### config.mk
export PLATFORM = sky130hd
export DESIGN_NAME = tssq_dp_flat
export DESIGN_NICKNAME = d
export VERILOG_FILES = /design/src/rtl/core/tssq_pkg.sv /design/src/rtl/core/tssq_ifs.sv /design/src/rtl/core/tssq_dp.sv /design/src/flat_wrapper.sv
export SDC_FILE = /design/constraint.sdc
export NUM_CORES = 1
export LEC_CHECK = 0
export BUFFER_PORTS_ARGS = -buffer_cell sky130_fd_sc_hd__buf_2
export CAP_MARGIN = 20
export CORE_MARGIN = 2
export CORE_UTILIZATION = 55
export CTS_BUF_LIST = sky130_fd_sc_hd__clkbuf_8
export DETAILED_ROUTE_END_ITERATION = 10
export GPL_TIMING_DRIVEN = 0
export PLACE_DENSITY = 0.77
export REMOVE_ABC_BUFFERS = 1
export SLEW_MARGIN = 20
export SYNTH_ARGS = -nofsm -noshare
export SYNTH_HDL_FRONTEND = slang
export SYNTH_SLANG_ARGS = --single-unit
export TNS_END_PERCENT = 10
### constraint.sdc
create_clock -name clk -period 17.7 [get_ports clk]
set_input_delay 0 -clock clk [delete_from_list [all_inputs] [get_ports clk]]
set_output_delay 0 -clock clk [all_outputs]
set_load 0.05 [all_outputs]
### src/rtl/core/tssq_pkg.sv
// ----------------------------------------------------------------------------
// tssq_pkg
// Shared widths, constants, register indexes and control structs for the
// test signal segment sequencer.
// ----------------------------------------------------------------------------
package tssq_pkg;

    // Payload widths
    localparam int SEG_W = 8;
    localparam int CNT_W = 16;
    localparam int BYTE_W = 8;

    // Period map geometry
    localparam int MAP_ENTRIES = 8;
    localparam int MAP_IDX_W = $clog2(MAP_ENTRIES) > 0 ? $clog2(MAP_ENTRIES) : 1;
    localparam int MAP_W = MAP_ENTRIES * BYTE_W;

    // Configuration port
    localparam int CFG_IDX_W = 2;
    localparam int CFG_DATA_W = MAP_W;
    localparam logic [CFG_IDX_W-1:0] CFG_PERIOD_MAP = 2'd0;
    localparam logic [CFG_IDX_W-1:0] CFG_FREQ_CODE = 2'd1;
    localparam logic [CFG_IDX_W-1:0] CFG_LAST_SEGMENT = 2'd2;

    // Duration arithmetic
    localparam int unsigned DIV_UNIT = 12207;
    localparam int unsigned MUL_SCALE = 20000000;
    localparam int unsigned DUR_CAP = 52427;
    localparam int unsigned COUNT_CAP = 52428;

    // Numerator: 8-bit count times scale plus half divisor
    localparam int PROD_W = 33;
    // Divisor: DIV_UNIT times up to 256
    localparam int DEN_W = 22;
    localparam int DIV_CNT_W = $clog2(PROD_W);

    // Controller to datapath commands
    typedef struct packed {
        logic load;     // latch tick, form product and divisor
        logic prep;     // build numerator, clear remainder
        logic step;     // one restoring divide iteration
        logic commit;   // update state, load output register
    } tssq_cmd_t;

    // Datapath to controller status
    typedef struct packed {
        logic out_free; // output register can take a result this cycle
    } tssq_status_t;

endpackage

### src/rtl/core/tssq_ifs.sv


interface tssq_out_if
    import tssq_pkg::*;
();
    logic             valid;
    logic             ready;
    logic [SEG_W-1:0] segment_index;
    logic [CNT_W-1:0] elapsed_ticks;
    logic [CNT_W-1:0] segment_duration;
    logic             segment_done;

    modport source (
        output valid, output segment_index, output elapsed_ticks,
        output segment_duration, output segment_done, input ready
    );
    modport sink (
        input valid, input segment_index, input elapsed_ticks,
        input segment_duration, input segment_done, output ready
    );
endinterface

### src/rtl/core/tssq_dp.sv
// ----------------------------------------------------------------------------
// tssq_dp
// Datapath: config registers, segment state, duration product, restoring
// divider and the output register.
// ----------------------------------------------------------------------------
module tssq_dp
    import tssq_pkg::*;
(
    input  logic                  clk,
    input  logic                  rst_n,
    input  logic                  cfg_we,
    input  logic [CFG_IDX_W-1:0]  cfg_index,
    input  logic [CFG_DATA_W-1:0] cfg_data,
    input  logic                  restart,
    input  tssq_cmd_t             cmd,
    output tssq_status_t          status,
    tssq_out_if.source            out_ch
);

    // Configuration
    logic [MAP_W-1:0] period_map_reg;
    logic [SEG_W-1:0] freq_code_reg;
    logic [SEG_W-1:0] last_segment_reg;

    // Segment state
    logic [CNT_W-1:0] elapsed_reg;
    logic [SEG_W-1:0] segment_reg;

    // Duration arithmetic
    logic             restart_reg;
    logic [PROD_W-1:0] prod_reg;
    logic [DEN_W-1:0]  den_reg;
    logic [PROD_W-1:0] quo_reg;
    logic [DEN_W-1:0]  rem_reg;

    // Output register
    logic             out_valid_reg;
    logic [SEG_W-1:0] out_seg_reg;
    logic [CNT_W-1:0] out_elapsed_reg;
    logic [CNT_W-1:0] out_dur_reg;
    logic             out_done_reg;

    logic [MAP_IDX_W-1:0] map_idx;
    logic [BYTE_W-1:0]    period_cnt;
    logic [SEG_W:0]       freq_plus;
    logic [PROD_W-1:0]    prod_next;
    logic [DEN_W-1:0]     den_next;
    logic [DEN_W:0]       trial;
    logic [DEN_W:0]       trial_diff;
    logic [CNT_W-1:0]     dur;
    logic [CNT_W:0]       elapsed_inc;
    logic [CNT_W-1:0]     elapsed_tick;
    logic [SEG_W:0]       seg_inc;
    logic                 advance;

    // Map lookup, segment capped at the last map entry
    always_comb
    begin
        if (segment_reg > SEG_W'(MAP_ENTRIES - 1))
            map_idx = MAP_IDX_W'(MAP_ENTRIES - 1);
        else
            map_idx = segment_reg[MAP_IDX_W-1:0];
        period_cnt = period_map_reg[BYTE_W*map_idx +: BYTE_W];
        freq_plus = {1'b0, freq_code_reg} + 1'b1;
        prod_next = PROD_W'(period_cnt) * PROD_W'(MUL_SCALE);
        den_next = DEN_W'(DIV_UNIT) * DEN_W'(freq_plus);
    end

    // Restoring divide step
    assign trial = {rem_reg, quo_reg[PROD_W-1]};
    assign trial_diff = trial - {1'b0, den_reg};

    // Result of the tick
    always_comb
    begin
        if (quo_reg > PROD_W'(DUR_CAP))
            dur = CNT_W'(DUR_CAP);
        else
            dur = quo_reg[CNT_W-1:0];
        elapsed_inc = {1'b0, elapsed_reg} + 1'b1;
        if (restart_reg)
            elapsed_tick = '0;
        else if (elapsed_inc > (CNT_W + 1)'(COUNT_CAP))
            elapsed_tick = CNT_W'(COUNT_CAP);
        else
            elapsed_tick = elapsed_inc[CNT_W-1:0];
        advance = (elapsed_tick >= dur);
        seg_inc = {1'b0, segment_reg} + 1'b1;
    end

    // Configuration writes; indexes past the list are dropped
    always_ff @(posedge clk or negedge rst_n)
    begin
        if (!rst_n)
        begin
            period_map_reg <= '0;
            freq_code_reg <= '0;
            last_segment_reg <= '0;
        end
        else if (cfg_we)
        begin
            case (cfg_index)
                CFG_PERIOD_MAP:   period_map_reg <= cfg_data;
                CFG_FREQ_CODE:    freq_code_reg <= cfg_data[SEG_W-1:0];
                CFG_LAST_SEGMENT: last_segment_reg <= cfg_data[SEG_W-1:0];
                default:          ;
            endcase
        end
    end

    // Product, numerator and divider
    always_ff @(posedge clk)
    begin
        if (cmd.load)
        begin
            restart_reg <= restart;
            prod_reg <= prod_next;
            den_reg <= den_next;
        end
        if (cmd.prep)
        begin
            quo_reg <= prod_reg + PROD_W'(den_reg >> 1);
            rem_reg <= '0;
        end
        else if (cmd.step)
        begin
            if (!trial_diff[DEN_W])
            begin
                rem_reg <= trial_diff[DEN_W-1:0];
                quo_reg <= {quo_reg[PROD_W-2:0], 1'b1};
            end
            else
            begin
                rem_reg <= trial[DEN_W-1:0];
                quo_reg <= {quo_reg[PROD_W-2:0], 1'b0};
            end
        end
    end

    // Segment state
    always_ff @(posedge clk or negedge rst_n)
    begin
        if (!rst_n)
        begin
            elapsed_reg <= '0;
            segment_reg <= '0;
        end
        else if (cmd.commit)
        begin
            if (advance)
            begin
                elapsed_reg <= '0;
                if (seg_inc > {1'b0, last_segment_reg})
                    segment_reg <= '0;
                else
                    segment_reg <= seg_inc[SEG_W-1:0];
            end
            else
            begin
                elapsed_reg <= elapsed_tick;
            end
        end
    end

    // Output register valid
    always_ff @(posedge clk or negedge rst_n)
    begin
        if (!rst_n)
            out_valid_reg <= 1'b0;
        else if (cmd.commit)
            out_valid_reg <= 1'b1;
        else if (out_ch.ready)
            out_valid_reg <= 1'b0;
    end

    // Output register payload
    always_ff @(posedge clk)
    begin
        if (cmd.commit)
        begin
            out_dur_reg <= dur;
            out_done_reg <= advance;
            if (advance)
            begin
                out_elapsed_reg <= '0;
                if (seg_inc > {1'b0, last_segment_reg})
                    out_seg_reg <= '0;
                else
                    out_seg_reg <= seg_inc[SEG_W-1:0];
            end
            else
            begin
                out_elapsed_reg <= elapsed_tick;
                out_seg_reg <= segment_reg;
            end
        end
    end

    assign status.out_free = !out_valid_reg || out_ch.ready;

    assign out_ch.valid = out_valid_reg;
    assign out_ch.segment_index = out_seg_reg;
    assign out_ch.elapsed_ticks = out_elapsed_reg;
    assign out_ch.segment_duration = out_dur_reg;
    assign out_ch.segment_done = out_done_reg;

endmodule

### src/flat_wrapper.sv
// flat-port wrapper written by rule: the top's interface ports become plain ports
module tssq_dp_flat import tssq_pkg::*;
  (clk, rst_n, cfg_we, cfg_index, cfg_data, restart, cmd, status, out_ch_valid, out_ch_segment_index, out_ch_elapsed_ticks, out_ch_segment_duration, out_ch_segment_done, out_ch_ready);
  tssq_out_if out_ch_i ();
  input  logic clk;
  input  logic rst_n;
  input  logic cfg_we;
  input  logic [CFG_IDX_W-1:0] cfg_index;
  input  logic [CFG_DATA_W-1:0] cfg_data;
  input  logic restart;
  input  tssq_cmd_t cmd;
  output tssq_status_t status;
  output wire logic [$bits(out_ch_i.valid)-1:0] out_ch_valid;
  output wire logic [$bits(out_ch_i.segment_index)-1:0] out_ch_segment_index;
  output wire logic [$bits(out_ch_i.elapsed_ticks)-1:0] out_ch_elapsed_ticks;
  output wire logic [$bits(out_ch_i.segment_duration)-1:0] out_ch_segment_duration;
  output wire logic [$bits(out_ch_i.segment_done)-1:0] out_ch_segment_done;
  input wire logic [$bits(out_ch_i.ready)-1:0] out_ch_ready;
  assign out_ch_valid = out_ch_i.valid;
  assign out_ch_segment_index = out_ch_i.segment_index;
  assign out_ch_elapsed_ticks = out_ch_i.elapsed_ticks;
  assign out_ch_segment_duration = out_ch_i.segment_duration;
  assign out_ch_segment_done = out_ch_i.segment_done;
  assign out_ch_i.ready = out_ch_ready;
  tssq_dp u_core (.clk(clk), .rst_n(rst_n), .cfg_we(cfg_we), .cfg_index(cfg_index), .cfg_data(cfg_data), .restart(restart), .cmd(cmd), .status(status), .out_ch(out_ch_i));
endmodule
# Yosys cells after proc, flatten, opt, wreduce, memory -nomap -nowiden
# Cells that the tools add are included.
[word_totals] reg_bits=249 latchBits=0 ram_bits=0 romBits=0 out_inout_bits=43 elab_cells=51 n_memories=0
[op_classes] addsub=5 n_mul=2 n_div=0 magnitude_cmp=5 eq_ne=2 n_shift=1 n_mux=13 bitwise_logic=0 reduce_logical=8
[ops] operator="33-bit two-way mux" n=2
[ops] operator="16-bit two-way mux" n=4
[ops] operator="64-bit by 7-bit indexed part select with 8-bit output" n=1
[ops] operator="33-bit by 21-bit adder with 33-bit output" n=1
[ops] operator="33-bit by 16-bit > comparator with 1-bit output, second input constant" n=1
[ops] operator="8-bit by 17-bit multiplier with 25-bit output, second input constant" n=1
[ops] operator="23-bit by 22-bit subtractor with 23-bit output" n=1
[ops] operator="14-bit by 9-bit multiplier with 22-bit output, first input constant" n=1
[ops] operator="22-bit two-way mux" n=1
[ops] operator="8-bit by 1-bit adder with 9-bit output, second input constant" n=2
[ops] operator="16-bit by 1-bit adder with 17-bit output, second input constant" n=1
[ops] operator="17-bit by 16-bit > comparator with 1-bit output, second input constant" n=1
[ops] operator="16-bit >= comparator" n=1
[ops] operator="8-bit two-way mux" n=2
[ops] operator="9-bit by 8-bit > comparator with 1-bit output" n=1
[ops] operator="8-bit by 3-bit > comparator with 1-bit output, second input constant" n=1
[ops] operator="2-bit AND reduction" n=3
[ops] operator="2-bit nonzero test" n=2
[ops] operator="1-bit two-way mux" n=3
[ops] operator="3-bit two-way mux" n=1
[ops] operator="2-bit by 1-bit equality test with 1-bit output, second input constant" n=1
[ops] operator="2-bit equality test, second input constant" n=1
[ops] operator="2-bit zero test" n=1
[ops] operator="1-bit zero test" n=1
[ops] operator="1-bit logical OR" n=1

# Longest topological paths before layout
# Gate-level depths: netlist of the first run.
[depth] ltp_word=6 ltp_mapped=27 depth_no_buf=25

# Worst setup path after synthesis of the first run
# No wires, ideal clock.
[synth_path] path_type="flip-flop to flip-flop" start="register u_core.segment_reg[6]" end="register u_core.prod_reg[31] (data pin)" t_arrival_ps=6265 required_time_ps=17442 path_slack_ps=11177 path_stages_with_launch=25 n_path_buf=3 path_cell_list="dfrtp_1 -> buf_2 -> or4_4 -> nand2b_4 -> nor2_1 -> buf_2 -> buf_1 -> nand2_1 -> nand3_1 -> o21ai_0 -> o21ai_0 -> ha_1 -> inv_1 -> fa_1 -> fa_1 -> fa_1 -> ha_1 -> a21o_1 -> a21o_1 -> a2111oi_0 -> o21ai_0 -> a221oi_1 -> o21ai_0 -> a21oi_1 -> xnor2_1"
[synth_via] elab_chain_cells=4
[synth_rtl] element="from (decl)" line_no="tssq_dp.sv:27" rtl="logic [SEG_W-1:0] segment_reg;"
[synth_rtl] element="from (signal assigned)" line_no="tssq_dp.sv:156" rtl="segment_reg <= seg_inc[SEG_W-1:0];"
[synth_rtl] element="8-bit by 3-bit > comparator with 1-bit output" line_no="tssq_dp.sv:59" rtl="if (segment_reg > SEG_W'(MAP_ENTRIES - 1))"
[synth_rtl] element="3-bit two-way mux" line_no="tssq_dp.sv:59"
[synth_rtl] element="64-bit by 7-bit indexed part select with 8-bit output" line_no="tssq_dp.sv:63" rtl="period_cnt = period_map_reg[BYTE_W*map_idx +: BYTE_W];"
[synth_rtl] element="8-bit by 17-bit multiplier with 25-bit output" line_no="tssq_dp.sv:65" rtl="prod_next = PROD_W'(period_cnt) * PROD_W'(MUL_SCALE);"
[synth_rtl] element="via u_core.prod_next[31]" line_no="tssq_dp.sv:46" rtl="logic [PROD_W-1:0] prod_next;"
[synth_rtl] element="to (signal assigned)" line_no="tssq_dp.sv:117" rtl="prod_reg <= prod_next;"
[synth_rtl] element="to (decl)" line_no="tssq_dp.sv:31" rtl="logic [PROD_W-1:0] prod_reg;"
# The timed path passes the listed nets, and every way through them passes these cells.
# A chain may end at the register's enable or synchronous reset.

# Final worst setup path of the first run
# Ends and elaborated chain as after synthesis.

==> metrics.md, run 1 <==
| Metric | Value |
|---|---|
| Least-Margin Pin Slew | `1.07 ns` |
| Yosys Warn Count | `0` |
| GRT overflow | `0` |
| Multi-input gate area | `10,100 sq um` |
| Max H-tree Level | `2` |
| Final period demand of the worst path | `7.58 ns` |
| Via density | `5.72` |
| Worst setup SP type | `flop` |
| Post-synth EDFFs | `122` |
| Highest net fanout along the worst path | `20` |
| Synth cell count leaders | `ha_1 (179), inv_1 (161), edfxtp_1 (122), nor2_1 (118), nand2_1 (111)` |
| 1st-pass router iterations | `5` |
| Total Wirelength | `40.4 mm` |
| Top-area cell type share of the netlist area | `0.207` |
| Post-CTS sizing | `0` |
| Synth area leaders | `edfxtp_1 (21%), dfrtp_1 (15%), ha_1 (13%)` |
| Post-DP HPWL | `28.7 mm` |
| Die width | `183 microns` |
| Crit path required time | `18.01 ns` |
| Initial DRC count | `756` |
| Vias in the first global route | `13,789` |
| Die Footprint | `33,600 sq um` |
| Register area share after synthesis | `0.381` |
| Latest clock arrival within the worst-skew pair | `0.58 ns` |
| Share of cells above drive strength 1 | `0.184` |
| Worst r2r src | `u_core.segment_reg[6]` |
| CTS sink cnt | `249` |
| Most frequent cell after synthesis | `ha_1` |
| Final Skew | `0.0278 ns` |
| Synth area leader | `edfxtp_1` |
| Period utilization | `0.428` |
| Avg Cell Area, Syn | `10.5 sq um` |
| Initial core utilization | `0.559` |
| Std-Cell Rows | `65` |
| Worst EP arrival | `7.89 ns` |
| Hold_buf cts | `75` |
| Post-synthesis cell area | `17,700 sq um` |
| Primary FF master, synth | `edfxtp_1` |
| Layout Nets | `2,190` |
| Hold depth | `2` |
| Total GRT Usage | `0.246` |
| Final GP Congestion | `0.901` |
| Worst R2R Path Depth | `22` |
| Root Driver | `clkbuf_8` |
| DRC | `0` |
| # port buffers | `117` |
| First-pass GRT wire length | `66.7 mm` |
| Clock transition at path regs | `0.06 ns` |
| Max reg flops | `64` |
| Io pins | `118` |
| Area growth from synthesis to layout | `15.3%` |
| Hold crit path type | `in2reg` |
| Largest net degree at the start of global routing | `64` |
| R2R setup slack | `10.12 ns` |
| Max Root-Sink Buffers | `3` |
| Routed vias | `13,239` |
| Fmax | `132 MHz` |
| RR Endpoint | `u_core.prod_reg[31]` |
| Yosys reg bits | `249` |
| TritonCTS Buffers | `45` |
| Fraction of registers with async set/reset | `0.422` |
| Slew Limit Headroom | `0.285` |
| Hold Vio Cnt, Final | `0` |
| Setup Buffers After CTS | `0` |
| Antenna-violating nets left | `0` |
| Routed len/inst | `17.5 microns` |
| Yosys cell types | `96` |
| Fill cells | `2,362` |
| Worst Hold Endpoint | `u_core.rem_reg[20]` |
| Final cell utilization of the core | `0.645` |
| Initial antenna violation count | `2` |
| Max-cap check violation count | `0` |
| Register area | `6730 sq um` |
| RSZ-0062 raised after global routing | `false` |
| Crit end category | `flop` |
| Syn Inst Count | `1,684` |
| Status | `completed` |
| Max-slew violations | `0` |
| Final setup violation count | `0` |
| Critical path class | `reg2reg` |
| Min-delay src | `cmd[2]` |
| Die outline height | `183 microns` |
| CTS tree | `yes` |
| Core box area | `31,600 sq um` |
| Setup_tns | `0 ns` |
worst max path at each step:
| stage | cells after the start | end | slack [ns] | startpoint |
|---|---|---|---|---|
| 2_1_floorplan | 21 | u_core.prod_reg[31] | 11.06 | u_core.segment_reg[6] |
| 3_3_place_gp | 21 | u_core.prod_reg[31] | 9.49 | u_core.segment_reg[6] |
| 3_5_place_dp | 21 | u_core.prod_reg[31] | 10.24 | u_core.segment_reg[6] |
| 4_1_cts | 22 | u_core.prod_reg[31] | 10.19 | u_core.segment_reg[6] |
| 5_1_grt | 22 | u_core.prod_reg[31] | 9.70 | u_core.segment_reg[6] |
| 6_report | 22 | u_core.prod_reg[31] | 10.12 | u_core.segment_reg[6] |
worst max-delay path, cell delays in order (launching register included):
cell	delay [ns]
dfrtp_1	0.46
or4_4	0.59
nand2b_4	0.18
nor2_2	0.71
nand2_1	0.16
nand2_1	0.11
o21ai_0	0.11
o21ai_1	0.69
ha_1	0.41
ha_1	0.30
inv_1	0.06
fa_1	0.53
inv_1	0.05
fa_1	0.45
ha_1	0.34
a21oi_1	0.22
o21ai_0	0.12
a2111oi_0	0.64
o21ai_0	0.27
a221oi_1	0.46
o21ai_0	0.16
a21oi_1	0.19
xnor2_1	0.08
layout make-up:
class | count | share of cell area
Multi-Input combinational cell | 1216 | 0.496
Inverter | 162 | 0.0298
Tap cell | 402 | 0.0247
Clock buffer | 54 | 0.0364
Antenna cell | 2 | 0.000245
Timing Repair Buffer | 200 | 0.0702
Sequential cell | 249 | 0.330
Clock inverter | 30 | 0.0129
metal layers:
layer,vias to the layer above,GRT usage,share of wire
met5,-,0,0
met4,0,0.0970,0.037
met3,116,0.0453,0.050
met2,400,0.442,0.50
met1,6362,0.290,0.41
li1,6361,-,-
cells by family after synthesis:
logic type	synth area share
DFF	0.381
adders and majority gates	0.197
muxes	0.0848
xor gates and xnor gates	0.0500
buffers and inverters	0.0489
AOI/OAI and AO/OA	0.124
and+or+nand+nor	0.115
layout by cell type, fill, tap and decap left out, drive strengths merged, types with 11 or more instances in the layout:
cell	count
mux2i	25
dlygate4sd3	75
nor3	16
xor2	34
buf	125
dfrtp	105
clkinv	14
nor2	124
and2	14
nor2b	20
a21o	30
xnor2	67
nand2b	16
a21oi	81
clkbuf	54
a211oi	26
o21a	18
edfxtp	122
o31ai	11
fa	62
nand2	111
mux2	111
ha	179
o21ai	68
dfxtp	22
nand3	50
inv	170
a31oi	17
or2	12
stage by stage:
step	hold WS, ns	instances	cell area, sq um	setup slack, ns
finish	0.0264	2315	20400	10.12
global route	0.0442	2315	20400	9.70
CTS	0.0250	2313	20400	10.19
detailed placement	0.0287	2154	18600	10.24
global placement	0.216	2146	18500	9.49
floorplan	-0.296	1627	17400	11.06
Power of run 1 is left out: the tool's default activity adds up to more than one toggle a clock period on the data nets, which glitch-free logic cannot reach.
==> inputs of run 2 (changes only) <==
ABC_AREA = 1   (was not set)
PLACE_DENSITY = 0.8   (was 0.77)
clock period = 6.82 ns   (was 17.7 ns; I/O delays follow)
==> metrics.md, run 2 <==
| Metric | Value |
|---|---|
| Post-synthesis cell area | `17,800 sq um (+0.72%)` |
| Yosys Warn Count | `0 (unchanged)` |
| Placed Instances | `2,498 (+16%)` |
| Fraction of registers with async set/reset | `0.422 (unchanged)` |
| Latest clock arrival within the worst-skew pair | `0.59 ns (about the same)` |
| Slowest CP cell | `fa_1` |
| Max stage delay on crit path | `0.54 ns (-0.17 ns)` |
| Synth cell count leaders | `nand2_1 (402), inv_1 (297), ha_1 (179), nor2_1 (154), o21ai_0 (126)` |
| Final GP Congestion | `0.926 (+2.7%)` |
| Core box area | `31,700 sq um (+0.26%)` |
| Final Skew | `0.0328 ns (+0.00500 ns)` |
| Yosys reg bits | `249 (unchanged)` |
| Max-slew violations | `0 (unchanged)` |
| CP Cell Sequence | `inv_1 -> nand4_1 -> nor2_4 -> clkinvlp_4 -> nor2_1 -> o22ai_1 -> nand2_1 -> o21ai_0 -> ha_1 -> ha_1 -> fa_1 -> inv_1 -> fa_1 -> inv_1 -> ha_1 -> nand2_1 -> nand2_1 -> a31oi_1 -> o221ai_1 -> a21oi_1 -> o21ai_0 -> xor2_1` |
| Fmax | `155 MHz (+17%)` |
| Least-Margin Pin Slew | `1.01 ns (-0.0579 ns)` |
| Die outline height | `184 microns (+0.35%)` |
| Synth area leaders | `edfxtp_1 (21%), dfrtp_1 (15%), ha_1 (13%)` |
| Final Non-Filler Cells | `2,665 (+15%)` |
| Largest net degree at the start of global routing | `84 (+31%)` |
| Commonest non-fill, non-tap cell in the layout | `nand2_1` |
| First-pass GRT wire length | `72.0 mm (+7.8%)` |
| Synth area leader | `edfxtp_1` |
| Status | `completed` |
| GRT overflow | `0 (unchanged)` |
| Top-area cell type share of the netlist area | `0.206 (-0.00148)` |
| Die Footprint | `33,800 sq um (+0.70%)` |
| Area growth from synthesis to layout | `16.2%` |
| Max-cap check violation count | `0 (unchanged)` |
| Worst setup SP type | `flop` |
| Critical path class | `reg2reg` |
| Avg Cell Area, Syn | `8.81 sq um (-16%)` |
| Final setup violation count | `0 (unchanged)` |
| Total Wirelength | `44.1 mm (+9.2%)` |
| Highest net fanout along the worst path | `12 (-40%)` |
| Grt met1 use | `0.314 (+0.0240)` |
| Primary FF master, synth | `edfxtp_1` |
| Initial antenna violation count | `1 (-1)` |
| Crit path required time | `7.14 ns (-10.87 ns)` |
| Crit end category | `flop` |
| Met3 usage | `0.0446 (-0.000702)` |
| Max H-tree Level | `2 (unchanged)` |
| Yosys cell types | `50 (-48%)` |
| WHS | `0.0312 ns (+0.00474 ns)` |
| Register area share after synthesis | `0.378 (-0.00273)` |
| DRC | `0 (unchanged)` |
| Slew Limit Headroom | `0.324 (+0.0386)` |
| TritonCTS Buffers | `45 (unchanged)` |
| Root Driver | `clkbuf_8` |
| Hold crit path type | `in2reg` |
| Vias in the first global route | `14,976 (+8.6%)` |
| Std-Cell Rows | `65 (unchanged)` |
| Max reg flops | `64 (unchanged)` |
| 1st-pass router iterations | `5 (unchanged)` |
| Clock transition at path regs | `0.06 ns (about the same)` |
| Busiest grt layer | `met2` |
| CTS sink cnt | `249 (unchanged)` |
| Most frequent cell after synthesis | `nand2_1` |
| Met2 Resource Use GR | `0.474 (+0.0320)` |
| Total GRT Usage | `0.265 (+0.0194)` |
| Delay-heaviest family, CP | `adder cells` |
| Crit path buf inv count | `4 (+2)` |
| Die width | `184 microns (+0.35%)` |
| Antenna-violating nets left | `0 (unchanged)` |
| Commonest cells after routing, fill and taps aside | `nand2_1 (401), inv_1 (309), ha_1 (179), nor2_1 (150), o21ai_0 (126)` |
| Period utilization | `0.947 (+0.519)` |
| Routed len/inst | `16.6 microns (-5.1%)` |
| CTS tree | `yes` |
| Initial core utilization | `0.562 (+0.00259)` |
| Routed vias | `14,707 (+11%)` |
| Syn Inst Count | `2,023 (+20%)` |
| Worst EP arrival | `6.78 ns (-1.11 ns)` |
| Io pins | `118 (unchanged)` |
| Post-DP HPWL | `30.7 mm (+6.8%)` |
| Hold Vio Cnt, Final | `0 (unchanged)` |
| Max Root-Sink Buffers | `3 (unchanged)` |
| # port buffers | `117 (unchanged)` |
| Layout Nets | `2,543 (+16%)` |
| Share of cells above drive strength 1 | `0.131 (-0.0528)` |
| Final period demand of the worst path | `6.46 ns (-1.12 ns)` |
| Via density | `5.52 (-3.5%)` |
| Post-synth EDFFs | `122 (unchanged)` |
| Initial DRC count | `968 (+28%)` |
## run 2: cell types whose count changed after synthesis, sizes merged, moves of 32 or more
cell,delta
inv,+137
mux2,-59
nand2,+298
nand3,+32
nor2,+41
o21ai,+65
xnor2,-36
## run 2: what timing repair did
item	CTS	global route
pin swaps	0	2
gates cloned	0	1
endpoints found under the setup margin	5	6
resized for setup	4	6
setup buffers	0	8
hold buffers	74	0
hold endpoints to repair	216	0
## run 2: cells by family (layout without fill, tap and decap cells)
kind of cell    count (synthesis)  in the layout  share of synthesized area
other cells                     0              1                          0
xor+xnor                       81             81                     0.0398
compound gates                321            321                      0.103
mux                            52             52                     0.0329
flops                         249            249                      0.378
simple gates                  732            732                      0.175
fa+ha+maj                     241            241                      0.195
buf+inv                       347            586                     0.0757
## run 2: path summary, 6_finish.rpt
path | depth (start not counted) | endpoint | start | slack [ns]
max | 22 | u_core.prod_reg[28] | u_core.segment_reg[4] | 0.36
min | 1 | u_core.out_ch.segment_duration[12] | cmd[0] | 0.03
max reg2reg | 22 | u_core.prod_reg[28] | u_core.segment_reg[4] | 0.36
min reg2reg | 2 | u_core.rem_reg[18] | u_core.rem_reg[18] | 0.47
max in group asynchronous | 4 | u_core.freq_code_reg[5] | rst_n | 5.85
min in group asynchronous | 4 | u_core.segment_reg[4] | rst_n | 0.51
## run 2: layout make-up
cell class | count | area, sq um
antenna | 1 | 2.50
clock buffer | 51 | 702
clock inverter | 31 | 309
fill | 2517 | 11000
inverter | 299 | 1130
multi-input combinational | 1427 | 9810
sequential | 249 | 6730
tap | 402 | 503
timing repair buffer | 204 | 1510
timing repair inverter | 1 | 5.00
## run 2: layer usage
metal | wire, microns | vias up
li1 | - | 7145
met2 | 22000 | 530
met5 | 0 | -
met4 | 1690 | 0
met3 | 2490 | 129
met1 | 18000 | 6903
## run 2: stage by stage
| stage | setup TNS (ns) | setup WS (ns) | instance area (sq um) | utilization |
|---|---|---|---|---|
| 6_report | 0 | 0.360 | 20700 | 0.652 |
| 5_1_grt | -0.0411 | -0.0269 | 20700 | 0.652 |
| 4_1_cts | 0 | 0.0453 | 20600 | 0.648 |
| 3_5_place_dp | -1.31 | -0.365 | 18800 | 0.592 |
| 3_3_place_gp | -18.89 | -1.53 | 18700 | 0.589 |
| 2_1_floorplan | 0 | 0.310 | 17600 | - |
## run 2: worst reg2reg max path: stages, from the launching register on
cell and delay [ns]:
dfrtp_1 0.42, inv_1 0.13, nand4_1 0.33, nor2_4 0.35
clkinvlp_4 0.31, nor2_1 0.30, o22ai_1 0.16, nand2_1 0.15
o21ai_0 0.33, ha_1 0.46, ha_1 0.34, fa_1 0.53
inv_1 0.06, fa_1 0.54, inv_1 0.05, ha_1 0.37
nand2_1 0.09, nand2_1 0.05, a31oi_1 0.29, o221ai_1 0.27
a21oi_1 0.30, o21ai_0 0.18, xor2_1 0.17
Power of run 2 is left out for the same reason.
==> inputs of run 3 (changes only) <==
--- a/config.mk
+++ b/config.mk
@@ -14,3 +14,2 @@
 export DETAILED_ROUTE_END_ITERATION = 10
-export GPL_TIMING_DRIVEN = 0
 export PLACE_DENSITY = 0.8
==> constraint.sdc (replaced) <==
create_clock -name clk -period 6.82 [get_ports clk]
set_input_delay 1.364 -clock clk [delete_from_list [all_inputs] [get_ports clk]]
set_output_delay 1.364 -clock clk [all_outputs]
set_load 0.05 [all_outputs]
==> metrics.md, run 3 (synthesis results as in run 2) <==
| Metric | Value |
|---|---|
| Worst R2R Path Depth | `22 (unchanged)` |
| GRT overflow | `0 (unchanged)` |
| Period utilization | `0.906 (-0.0413)` |
| Std-Cell Rows | `65 (unchanged)` |
| Setup_tns | `0 ns (unchanged)` |
| Total GRT Usage | `0.240 (-0.0247)` |
| Routed vias | `14,057 (-4.4%)` |
| Die Footprint | `33,800 sq um (unchanged)` |
| Latest clock arrival within the worst-skew pair | `0.57 ns (-0.02 ns)` |
| Area growth from synthesis to layout | `10.1%` |
| DRC | `0 (unchanged)` |
| Max Root-Sink Buffers | `3 (unchanged)` |
| Critical path class | `reg2reg` |
| Hold crit path type | `reg2reg` |
| Antenna diodes | `0 (-1)` |
| RR Endpoint | `u_core.prod_reg[30]` |
| Worst EP arrival | `6.49 ns (-0.29 ns)` |
| Least-Margin Pin Slew | `1.04 ns (+0.0267 ns)` |
| Highest net fanout along the worst path | `17 (+5)` |
| Commonest non-fill, non-tap cell in the layout | `nand2_1` |
| RSZ-0062 raised after global routing | `false` |
| Worst r2r src | `u_core.segment_reg[4]` |
| Clock transition at path regs | `0.06 ns (about the same)` |
| Worst setup SP type | `flop` |
| Crit end category | `flop` |
| R2R setup slack | `0.64 ns (+0.28 ns)` |
| Root Driver | `clkbuf_8` |
| Max-cap check violation count | `0 (unchanged)` |
| Max reg flops | `64 (unchanged)` |
| Routed len/inst | `15.5 microns (-6.7%)` |
| Hold Vio Cnt, Final | `0 (unchanged)` |
| Pre-CTS setup slack | `0.641 ns (+1.01 ns)` |
| Die outline height | `184 microns (unchanged)` |
| Initial core utilization | `0.562 (unchanged)` |
| Initial antenna violation count | `0 (-1)` |
| Antenna-violating nets left | `0 (unchanged)` |
| Final GP Congestion | `0.932 (+0.70%)` |
| CTS sink cnt | `249 (unchanged)` |
| Initial DRC count | `992 (+2.5%)` |
| Largest net degree at the start of global routing | `85 (+1.2%)` |
| 1st-pass router iterations | `7 (+2)` |
| # port buffers | `117 (unchanged)` |
| Crit path required time | `7.13 ns (about the same)` |
| Total Wirelength | `40.0 mm (-9.5%)` |
| Worst Hold Endpoint | `u_core.rem_reg[19]` |
| Status | `completed` |
| CTS tree | `yes` |
| Setup Buffers After CTS | `0 (unchanged)` |
| Final cell utilization of the core | `0.618 (-0.0340)` |
| Via density | `5.44 (-1.5%)` |
| Die width | `184 microns (unchanged)` |
| Layout Nets | `2,466 (-3.0%)` |
| Hold depth | `2 (+1)` |
| First-pass GRT wire length | `66.0 mm (-8.3%)` |
| TritonCTS Buffers | `43 (-4.4%)` |
| Fmax | `162 MHz (+4.6%)` |
| Min-delay src | `u_core.rem_reg[19]` |
| Slew Limit Headroom | `0.306 (-0.0178)` |
| Final Worst Setup Slack | `0.642 ns (+0.282 ns)` |
| Post-DP HPWL | `31.1 mm (+1.3%)` |
| Commonest cells after routing, fill and taps aside | `nand2_1 (401), inv_1 (309), ha_1 (179), nor2_1 (153), o21ai_0 (126)` |
| Fill cells | `2,655 (+5.5%)` |
| Max-slew violations | `0 (unchanged)` |
| Max H-tree Level | `2 (unchanged)` |
| Final setup violation count | `0 (unchanged)` |
| Io pins | `118 (unchanged)` |
| Post-CTS sizing | `0 (-4)` |
| Hold_buf cts | `0 (-100%)` |
| Core box area | `31,700 sq um (unchanged)` |
| Share of cells above drive strength 1 | `0.129 (-0.00174)` |
| Final period demand of the worst path | `6.18 ns (-0.282 ns)` |
| Final Skew | `0.0446 ns (+0.0117 ns)` |
| Vias in the first global route | `13,884 (-7.3%)` |
-- run 3: critical path, stage by stage (launching register included) --
cell	delay [ns]
dfrtp_1	0.40
inv_1	0.11
nand4_1	0.21
nor2_2	0.54
inv_1	0.35
o21ai_0	0.16
o22ai_1	0.09
nand2_1	0.10
o21ai_0	0.30
ha_1	0.45
ha_1	0.33
fa_1	0.54
inv_1	0.06
fa_1	0.54
inv_1	0.04
ha_1	0.35
nand2_1	0.09
nand2_1	0.05
a31oi_1	0.28
o221ai_1	0.24
a21boi_0	0.37
o21ai_0	0.15
xor2_1	0.16
-- run 3: through the flow --
stage          instance area [sq um]  instances  hold slack [ns]
2_1_floorplan                  17600       1975            0.449
3_3_place_gp                   18800       2507            0.463
3_5_place_dp                   18800       2507            0.467
4_1_cts                        19600       2586            0.477
5_1_grt                        19600       2586            0.496
6_report                       19600       2586            0.475
-- run 3: worst max-delay path by stage --
stage	from	end	slack, ns	cells after the start
CTS	u_core.segment_reg[4]	u_core.prod_reg[30]	0.62	22
global route	u_core.segment_reg[4]	u_core.prod_reg[26]	0.19	19
finish	u_core.segment_reg[4]	u_core.prod_reg[30]	0.64	22
global placement	u_core.segment_reg[4]	u_core.prod_reg[30]	0.87	22
floorplan	u_core.segment_reg[4]	u_core.prod_reg[26]	0.31	23
detailed placement	u_core.segment_reg[4]	u_core.prod_reg[30]	0.64	22
-- run 3: layout make-up --
cell class | instances | area, sq um | share of cell area
tap | 402 | 503 | 0.0256
multi-input combinational | 1427 | 9740 | 0.497
inverter | 299 | 1120 | 0.0572
clock buffer | 47 | 647 | 0.0330
sequential | 249 | 6730 | 0.343
clock inverter | 32 | 183 | 0.00931
timing repair buffer | 130 | 689 | 0.0351
-- run 3: routing by layer --
layer  track usage  up-vias  wire length, microns
li1              -     6983                     -
met1         0.305     6535                 17400
met2         0.416      448                 19200
met3        0.0351       91                  1980
met4        0.0922        0                  1360
met5             0        -                     0
Power of run 3 is left out for the same reason.
